File: config.mk
export PLATFORM = sky130hd
export DESIGN_NAME = utf8_to_code_unit_decoder_flat
export DESIGN_NICKNAME = d
export VERILOG_FILES = /design/src/design/u8cu_pkg.sv /design/src/design/u8cu_if.sv /design/src/design/u8cu_dec.sv /design/src/design/utf8_to_code_unit_decoder.sv /design/src/flat_wrapper.sv
export SDC_FILE = /design/constraint.sdc
export NUM_CORES = 1
export LEC_CHECK = 0
export BUFFER_PORTS_ARGS = -buffer_cell sky130_fd_sc_hd__buf_2
export CORE_MARGIN = 3
export CORE_UTILIZATION = 57
export DETAILED_ROUTE_END_ITERATION = 7
export PLACE_DENSITY = 0.79
export SLEW_MARGIN = 15
export SYNTH_ARGS = -nofsm -noshare
export SYNTH_HDL_FRONTEND = slang
export SYNTH_SLANG_ARGS = --single-unit
File: constraint.sdc
create_clock -name i_clk -period 4.5 [get_ports i_clk]
set_clock_uncertainty 0.15 [all_clocks]
set_input_delay 0.45 -clock i_clk [delete_from_list [all_inputs] [get_ports i_clk]]
set_output_delay 0.45 -clock i_clk [all_outputs]
set_load 0.05 [all_outputs]
File: src/design/u8cu_pkg.sv
// shared types and constants for the utf-8 to code unit decoder
package u8cu_pkg;

    localparam logic [7:0]  LEAD_TWO_MIN   = 8'h80;
    localparam logic [7:0]  LEAD_THREE_MIN = 8'hE0;
    localparam logic [7:0]  LEAD_FOUR_MIN  = 8'hF0;
    localparam logic [15:0] CP_UNSUPPORTED = 16'h003F;
    localparam logic [15:0] UNITS_SAT      = 16'hFFFF;
    localparam logic [15:0] MAX_UNITS_RST  = 16'hFFFF;
    localparam logic [1:0]  PEND_NONE      = 2'd0;
    localparam logic [1:0]  PEND_ONE       = 2'd1;
    localparam logic [1:0]  PEND_TWO       = 2'd2;

    typedef struct packed {
        logic [1:0]  pending;
        logic [15:0] partial;
        logic [15:0] units;
    } t_dec_state;

    typedef struct packed {
        logic        emit;
        logic [15:0] code_point;
    } t_dec_res;

endpackage

File: src/design/u8cu_if.sv
// byte input and code point output channel interfaces
interface u8cu_in_if;
    logic       valid;
    logic       ready;
    logic [7:0] byte_value;
    logic       last_byte;

    modport source (output valid, output byte_value, output last_byte, input ready);
    modport sink   (input valid, input byte_value, input last_byte, output ready);
endinterface

interface u8cu_out_if;
    logic        valid;
    logic        ready;
    logic [15:0] code_point;
    logic        end_of_string;

    modport source (output valid, output code_point, output end_of_string, input ready);
    modport sink   (input valid, input code_point, input end_of_string, output ready);
endinterface

File: src/design/u8cu_dec.sv
// one byte decode step: next decoder state and optional code point
module u8cu_dec
    import u8cu_pkg::*;
(
    input  t_dec_state  i_state,
    input  logic [7:0]  i_byte_value,
    input  logic        i_last_byte,
    input  logic [15:0] i_max_units,
    output t_dec_state  o_state,
    output t_dec_res    o_res
);

    logic [15:0] cont_bits;
    logic [15:0] merged;

    always_comb begin
        cont_bits = {10'b0, i_byte_value[5:0]};
        merged    = i_state.partial | ((i_state.pending == PEND_TWO) ? (cont_bits << 6)
                                                                       : cont_bits);
        o_state         = i_state;
        o_res.emit      = 1'b0;
        o_res.code_point = '0;

        if (i_state.pending != PEND_NONE) begin
            o_state.partial = merged;
            o_state.pending = i_state.pending - 2'd1;
            if (i_state.pending == PEND_ONE) begin
                o_res.emit       = 1'b1;
                o_res.code_point = merged;
            end
        end else if (i_state.units < i_max_units) begin
            if (i_byte_value < LEAD_TWO_MIN) begin
                o_res.emit       = 1'b1;
                o_res.code_point = {8'b0, i_byte_value};
            end else if (i_byte_value < LEAD_THREE_MIN) begin
                o_state.partial = {5'b0, i_byte_value[4:0], 6'b0};
                o_state.pending = PEND_ONE;
            end else if (i_byte_value < LEAD_FOUR_MIN) begin
                o_state.partial = {i_byte_value[3:0], 12'b0};
                o_state.pending = PEND_TWO;
            end else begin
                o_res.emit       = 1'b1;
                o_res.code_point = CP_UNSUPPORTED;
            end
        end

        if (o_res.emit) begin
            o_state.partial = '0;
            if (i_state.units != UNITS_SAT) begin
                o_state.units = i_state.units + 16'd1;
            end
        end

        // string boundary wipes all decoder state, finished or not
        if (i_last_byte) begin
            o_state.pending = PEND_NONE;
            o_state.partial = '0;
            o_state.units   = '0;
        end
    end

endmodule

File: src/design/utf8_to_code_unit_decoder.sv
// utf-8 byte stream to 16-bit code point decoder, top level
// path: input register, decode step, output register for each emitted code point
// throughput: one byte per cycle while the output register is not stalled
// a stalled output holds its beat while one more byte waits in the input register
// reset: synchronous active-low i_rst_n clears valids and decoder state, max_units to 65535
module utf8_to_code_unit_decoder
    import u8cu_pkg::*;
(
    input  logic              i_clk,
    input  logic              i_rst_n,
    input  logic              i_cfg_we,
    input  logic [15:0]       i_cfg_wdata,
    u8cu_in_if.sink           i_in,
    u8cu_out_if.source        o_out
);

    logic        r_in_vld;
    logic [7:0]  r_in_byte;
    logic        r_in_last;
    logic [15:0] r_max_units;
    t_dec_state  r_state;
    t_dec_state  n_state;
    t_dec_res    dec_res;
    logic        r_out_vld;
    logic [15:0] r_out_cp;
    logic        r_out_eos;
    logic        advance;
    logic        in_take;

    assign advance   = !r_out_vld || o_out.ready;
    assign i_in.ready = !r_in_vld || advance;
    assign in_take   = i_in.valid && i_in.ready;

    u8cu_dec u_dec (
        .i_state      (r_state),
        .i_byte_value (r_in_byte),
        .i_last_byte  (r_in_last),
        .i_max_units  (r_max_units),
        .o_state      (n_state),
        .o_res        (dec_res)
    );

    always_ff @(posedge i_clk) begin
        if (!i_rst_n) begin
            r_max_units <= MAX_UNITS_RST;
        end else if (i_cfg_we) begin
            r_max_units <= i_cfg_wdata;
        end
    end

    always_ff @(posedge i_clk) begin
        if (!i_rst_n) begin
            r_in_vld <= 1'b0;
        end else if (i_in.ready) begin
            r_in_vld <= i_in.valid;
        end
    end

    always_ff @(posedge i_clk) begin
        if (in_take) begin
            r_in_byte <= i_in.byte_value;
            r_in_last <= i_in.last_byte;
        end
    end

    always_ff @(posedge i_clk) begin
        if (!i_rst_n) begin
            r_state <= '0;
        end else if (r_in_vld && advance) begin
            r_state <= n_state;
        end
    end

    // output register only fills when the byte completes a code point
    always_ff @(posedge i_clk) begin
        if (!i_rst_n) begin
            r_out_vld <= 1'b0;
        end else if (advance) begin
            r_out_vld <= r_in_vld && dec_res.emit;
        end
    end

    always_ff @(posedge i_clk) begin
        if (advance && r_in_vld && dec_res.emit) begin
            r_out_cp  <= dec_res.code_point;
            r_out_eos <= r_in_last;
        end
    end

    assign o_out.valid         = r_out_vld;
    assign o_out.code_point    = r_out_cp;
    assign o_out.end_of_string = r_out_eos;

endmodule
File: src/flat_wrapper.sv
// flat-port wrapper written by rule: the top's interface ports become plain ports
module utf8_to_code_unit_decoder_flat import u8cu_pkg::*;
  (i_clk, i_rst_n, i_cfg_we, i_cfg_wdata, i_in_valid, i_in_byte_value, i_in_last_byte, i_in_ready, o_out_valid, o_out_code_point, o_out_end_of_string, o_out_ready);
  u8cu_in_if i_in_i ();
  u8cu_out_if o_out_i ();
  input  logic i_clk;
  input  logic i_rst_n;
  input  logic i_cfg_we;
  input  logic [15:0] i_cfg_wdata;
  input wire logic [$bits(i_in_i.valid)-1:0] i_in_valid;
  input wire logic [$bits(i_in_i.byte_value)-1:0] i_in_byte_value;
  input wire logic [$bits(i_in_i.last_byte)-1:0] i_in_last_byte;
  output wire logic [$bits(i_in_i.ready)-1:0] i_in_ready;
  output wire logic [$bits(o_out_i.valid)-1:0] o_out_valid;
  output wire logic [$bits(o_out_i.code_point)-1:0] o_out_code_point;
  output wire logic [$bits(o_out_i.end_of_string)-1:0] o_out_end_of_string;
  input wire logic [$bits(o_out_i.ready)-1:0] o_out_ready;
  assign i_in_i.valid = i_in_valid;
  assign i_in_i.byte_value = i_in_byte_value;
  assign i_in_i.last_byte = i_in_last_byte;
  assign i_in_ready = i_in_i.ready;
  assign o_out_valid = o_out_i.valid;
  assign o_out_code_point = o_out_i.code_point;
  assign o_out_end_of_string = o_out_i.end_of_string;
  assign o_out_i.ready = o_out_ready;
  utf8_to_code_unit_decoder u_core (.i_clk(i_clk), .i_rst_n(i_rst_n), .i_cfg_we(i_cfg_we), .i_cfg_wdata(i_cfg_wdata), .i_in(i_in_i), .o_out(o_out_i));
endmodule
After elaboration in Yosys (flattened, before gate mapping)

Index checks and enable logic that the tools add are counted.

Add/subtract/negate cells: 2
Mux-type cells: 15
Bitwise operators: 1
Equality and inequality tests: 5
Reductions and logical operators: 18
Order comparisons: 4

Operators with widths:

| operator                | count |
|---|---|
| $mux W17                | 6 |
| $mux W18                | 5 |
| $mux W34                | 1 |
| $mux W32                | 1 |
| $lt A8 B8 Y1 const B    | 3 |
| $add A16 B1 Y16 const B | 1 |
| $lt A16 B16 Y1          | 1 |
| $mux W16                | 1 |
| $ne A16 B16 Y1 const B  | 1 |
| $or A16 B12 Y16         | 1 |
| $mux W12                | 1 |
| $reduce_and A4 Y1       | 2 |
| $reduce_bool A4 Y1      | 2 |
| $reduce_bool A2 Y1      | 3 |
| $reduce_bool A5 Y1      | 1 |
| $logic_and A1 B1 Y1     | 4 |
| $ne A4 B2 Y1 const B    | 1 |
| $ne A3 B2 Y1 const B    | 1 |
| $reduce_and A3 Y1       | 1 |
| $reduce_bool A3 Y1      | 1 |
| $eq A2 B1 Y1 const B    | 1 |
| $eq A2 B2 Y1 const B    | 1 |
| $logic_not A1 Y1        | 2 |
| $logic_or A1 B1 Y1      | 2 |
| $sub A2 B1 Y2 const B   | 1 |

Output and inout port bits: 19
Flip-flop bits (word level): 78
Input port bits: 30
Word-level logic and storage cells: 55

Longest topological paths before layout

Depth in word-level cells: 8
Mapped depth: 10
Gate-level depth less buffers: 9

Hierarchy

From an unflattened synthesis, not the netlist that was laid out.

Cell total of the unflattened synthesis: 464
Area total of the unflattened synthesis: 4257.8 um^2

By module, submodules not included:

| module                    | cells each | area each (um^2) | instances | sequential area each (um^2) |
|---|---|---|---|---|
| utf8_to_code_unit_decoder | 238        | 2830.2           | 1         | 1821.7 |
| u8cu_dec                  | 226        | 1427.6           | 1         | 0.0 |

Worst setup path before layout

OpenSTA, ideal clock, no wires.

Path type: register to register
Start: register u_core.r_state[2] in the netlist's numbering
End: register u_core.r_out_cp[0], in the netlist u_core.o_out.code_point[0], enable pin
Buffers on the path: 1
Library setup time: 0.392 ns
Arrival: 2.667 ns
Required time: 3.958 ns
Clock period less this slack: 3.209 ns
Path slack: 1.291 ns
Stages on the path, launching flop included: 9
Cell sequence: dfxtp_1 ha_1 a211o_1 a31oi_1 o21ai_2 a211oi_4 a31oi_4 clkbuf_1 nor2_1

Cells in the longest elaborated chain, start to end: 4

RTL lines:

| element                | line                            | RTL |
|---|---|---|
| from (decl)            | utf8_to_code_unit_decoder.sv:21 | `t_dec_state r_state;` |
| from (signal assigned) | utf8_to_code_unit_decoder.sv:70 | `r_state <= n_state;` |
| $lt A16 B16 Y1         | u8cu_dec.sv:31                  | `end else if (i_state.units < i_max_units) begin` |
| $mux W17               | u8cu_dec.sv:31                  |  |
| $mux W17               | u8cu_dec.sv:24                  | `if (i_state.pending != PEND_NONE) begin` |
| $logic_and A1 B1 Y1    | utf8_to_code_unit_decoder.sv:84 | `if (advance && r_in_vld && dec_res.emit) begin` |
| to (signal assigned)   | utf8_to_code_unit_decoder.sv:85 | `r_out_cp <= dec_res.code_point;` |
| to (decl)              | utf8_to_code_unit_decoder.sv:25 | `logic [15:0] r_out_cp;` |

No other way between the ends.
A chain may end at the register's enable or synchronous reset.

Worst setup path after layout

Start: register u_core.r_state[2] in the netlist's numbering
End: register u_core.r_state[8] in the netlist's numbering

Cells in the longest elaborated chain, start to end: 5
Elaborated cells between the ends (all ways): 11
Classes of those cells: add/sub (1); order compare (1); eq/ne (1); mux (5); reduce/logical (3)

RTL lines:

| element                             | line |
|---|---|
| $lt A16 B16 Y1                      | u8cu_dec.sv:31 |
| $mux W17                            | u8cu_dec.sv:31 |
| $mux W17                            | u8cu_dec.sv:24 |
| $reduce_bool A2 Y1 (no source line) | - |
| $reduce_and A3 Y1 (no source line)  | - |

Several ways; a longest one is shown, not always the timed one. The select of a mux whose other input is x is not followed.

==> summary.md <==
| Metric | Value |
|---|---|
| Worst r2r src | u_core.r_state[2] |
| Clock Tree Buf Depth | 2 |
| Initial antenna violation count | 0 |
| Crit-path max cell delay | 0.57 ns |
| Vias after detailed routing | ~3200 |
| Clock transition at the registers of the reported paths | 0.08 ns |
| Critical path arrival | about 3.0 ns |
| Post-DP Area | about 4000 sq um |
| Final period util | 64.6% |
| # port buffers | 48 |
| Design area | between 4000 and 5000 sq um |
| Top-area cell type share of the netlist area | 27.9% |
| Worst-skew pair later-pin latency | 0.35 ns |
| Final non-filler cell total | approximately 510 |
| Period minus WS final | 2.91 ns |
| Setup bufs post-CTS | 0 |
| Post-synth ARST share | 0% |
| Crit path capture type | flop |
| # resized after CTS | 0 |
| Chip width | about 87 microns |
| Largest net degree at the start of global routing | 32 |
| Setup tns final | 0 ns |
| Pwr Density | ~340 nW/um^2 |
| CTS Hold Bufs | 0 |
| Fin. Hold Viols | 0 |
| Starting Density | 60.9% |
| Total congestion overflow | 0 |
| N_diodes | 0 |
| Most common cell in the netlist | dfxtp_1 |
| Post-Syn Area | between 3000 and 4000 sq um |
| Synth Register Bits | a little under 80 |
| Final setup violating endpoints | 0 |
| Row cnt | 28 |
| Cells after synthesis | between 300 and 400 |
| Full die area | about 7600 sq um |
| Most used cell, CP | a31oi_1 |
| Crit path kind | flop to flop |
| Pre-CTS setup slack | 1.62 ns |
| Worst setup margin | approximately 1.6 ns |
| First-pass GRT wire length | 13.1 mm |
| # fillers | slightly below 500 |
| Clock sinks | about 80 |
| CTS buffer count | 9 |
| Top cell type by total area after synthesis | dfxtp_1 |
| Total detailed-routing wirelength | ~8.0 mm |
| Hold Path Class | input pin to flop |
| Sequential area share after synthesis | 48.8% |
| Final Max Tran Viols | 0 |
| Core area | roughly 6100 sq um |
| RSZ-0062 raised after global routing | no |
| Top post-synthesis cells by area | dfxtp_1 (28%), edfxtp_1 (21%), o211ai_1 (5.6%) |
| Avg WL per Cell | roughly 16 microns |
| Worst-Margin Slew | roughly 0.93 ns |
| Status | finished clean |
| Worst reg2reg path depth | 8 |
| Max_cap viols | 0 |
| Reg2Reg Setup Slack | between 1.5 and 2 ns |
| Worst setup path end | u_core.r_state[8] |
| Post-synth net total | about 440 |
| Proportion of layout cells with a drive suffix above 1 | 16.7% |
| Pleak | about 0.0017 uW |
| Worst Path Required | between 4 and 5 ns |
| Routed Antenna Nets | 0 |
| Ports | just under 50 |
| Drt drc | 0 |
| Die height | between 80 and 90 microns |
| GRT Total Usage | 21.9% |
| Iter 0 DRT Violations | approximately 270 |
| Top cells by count, synth | dfxtp_1 (52), nand2_1 (34), inv_1 (30) |
| Gpl congestion | slightly above 0.8 |
| Critical path cell sequence | ha_1 -> a211o_1 -> a31oi_1 -> o21ai_2 -> a211oi_4 -> a31oi_4 -> or4_1 -> a31oi_1 |
| Yosys Warn Count | 0 |
| Worst rel slew slack | 37.7% |
| Placed cells | slightly below 500 |
| Fmax | roughly 340 MHz |
| Primary FF master, synth | dfxtp_1 |
| Startpoint types | flop |
| Mean cell area of the mapped netlist | approximately 9.6 sq um |
| Detailed placement HPWL | about 5.5 mm |
| Post-synth EDFFs | 26 |
| RR Endpoint | u_core.r_state[8] |
| Worst Path Max Fanout | 18 |
| H-tree lvl count | 3 |
| CP max stage cell | or4_1 |
| CTS tree | yes |
| Hold path cells | 1 |
| Vias/cell | 6.29 |
| Area delta synth->final | 11.7% |
| Final Net Count | 472 |
| Number of global-route vias before repair | about 2800 |
| Crit. Startpoint | u_core.r_state[2] |
| Distinct cell type count of the synthesized netlist | between 40 and 50 |
| Detailed Routing Iterations Pass 1 | 7 |
| Worst vdd ir | 0.000224 V |
| Root buf cell | clkbuf_8 |
-- metrics by stage --
stage	utilization, %	power (uW)	hold slack (ns)
3_3_place_gp	65.0	918	0.285
6_report	68.1	1400	0.112
4_1_cts	68.1	1400	0.104
3_5_place_dp	65.0	923	0.293
5_1_grt	68.1	1450	0.106
2_1_floorplan	-	882	0.276
-- where the power goes --
part           internal [uW]  total (uW)  switching [uW]
Sequential               754         769            15.8
Clock                    235         492             256
Combinational           43.2         138            95.0
-- layout make-up --
cell class                      instances  area [sq um]  area share [%]
Clock buffer                           12           156            3.75
Timing Repair Buffer                   50           255            6.12
Tap cell                               75          93.8            2.25
Inverter                               30           113            2.70
Clock inverter                          4          28.8           0.690
Sequential cell                        78          1820            43.7
Multi-Input combinational cell        257          1700            40.8
-- cell families (layout without fill, tap and decap cells) --
group	after synthesis	after routing	share of synthesized area [%]
AO/OA/AOI/OAI	121	121	24.1
AND/OR/NAND/NOR	119	119	15.9
flip-flops	78	78	48.8
buffers and inverters	55	96	5.63
adder cells (fa/ha/maj)	16	16	5.36
multiplexers	1	1	0.268
-- per-layer routing --
layer  vias up  global-route usage [%]  share of wire, %
met2       141                    32.4                45
met5         -                       0                 0
met3        12                    4.35               8.2
li1       1543                       -                 -
met4         0                    10.5               1.2
met1      1489                    30.6                46
-- registers in the layout, summed over array words and instances (netlist names) --
register,cells
u_core.r_in_byte,8
u_core.o_out.valid,1
u_core.r_in_last,1
u_core.r_state,34
u_core.r_max_units,16
u_core.o_out.end_of_string,1
u_core.o_out.code_point,16
u_core.r_in_vld,1
-- worst max-delay path, delay by kind of cell (launching register included) --
| kind | cells | cell delay [ns] |
|---|---|---|
| AOI/OAI and AO/OA | 6 | 1.38 |
| and+or+nand+nor | 1 | 0.57 |
| DFF | 1 | 0.44 |
| adders and majority gates | 1 | 0.29 |
-- worst min-delay path by stage --
stage                  startpoint                  end  slack (ns)
3_5_place_dp   u_core.r_state[17]   u_core.r_state[17]        0.29
5_1_grt        i_in_byte_value[3]  u_core.r_in_byte[3]        0.11
3_3_place_gp   u_core.r_state[19]   u_core.r_state[19]        0.28
4_1_cts        i_in_byte_value[1]  u_core.r_in_byte[1]        0.10
6_report       i_in_byte_value[1]  u_core.r_in_byte[1]        0.11
2_1_floorplan  u_core.r_state[16]   u_core.r_state[16]        0.28
-- layout by cell type, fill, tap and decap left out, drive strengths merged, types with 3 or more instances in the layout --
master and n:
o211ai 28, a31oi 8, nand3 17, dfxtp 52, ha 16, edfxtp 26
a22o 6, a21oi 29, inv 31, buf 50, and3 6, nor2 17
o21ai 8, o311ai 6, nor3 11, a211oi 3, nand2 34, and2 7
and4 3, clkbuf 12, a221o 4, a211o 3, nand4 12, o32ai 6
o21a 3
(Power assumes the default switching activity.)
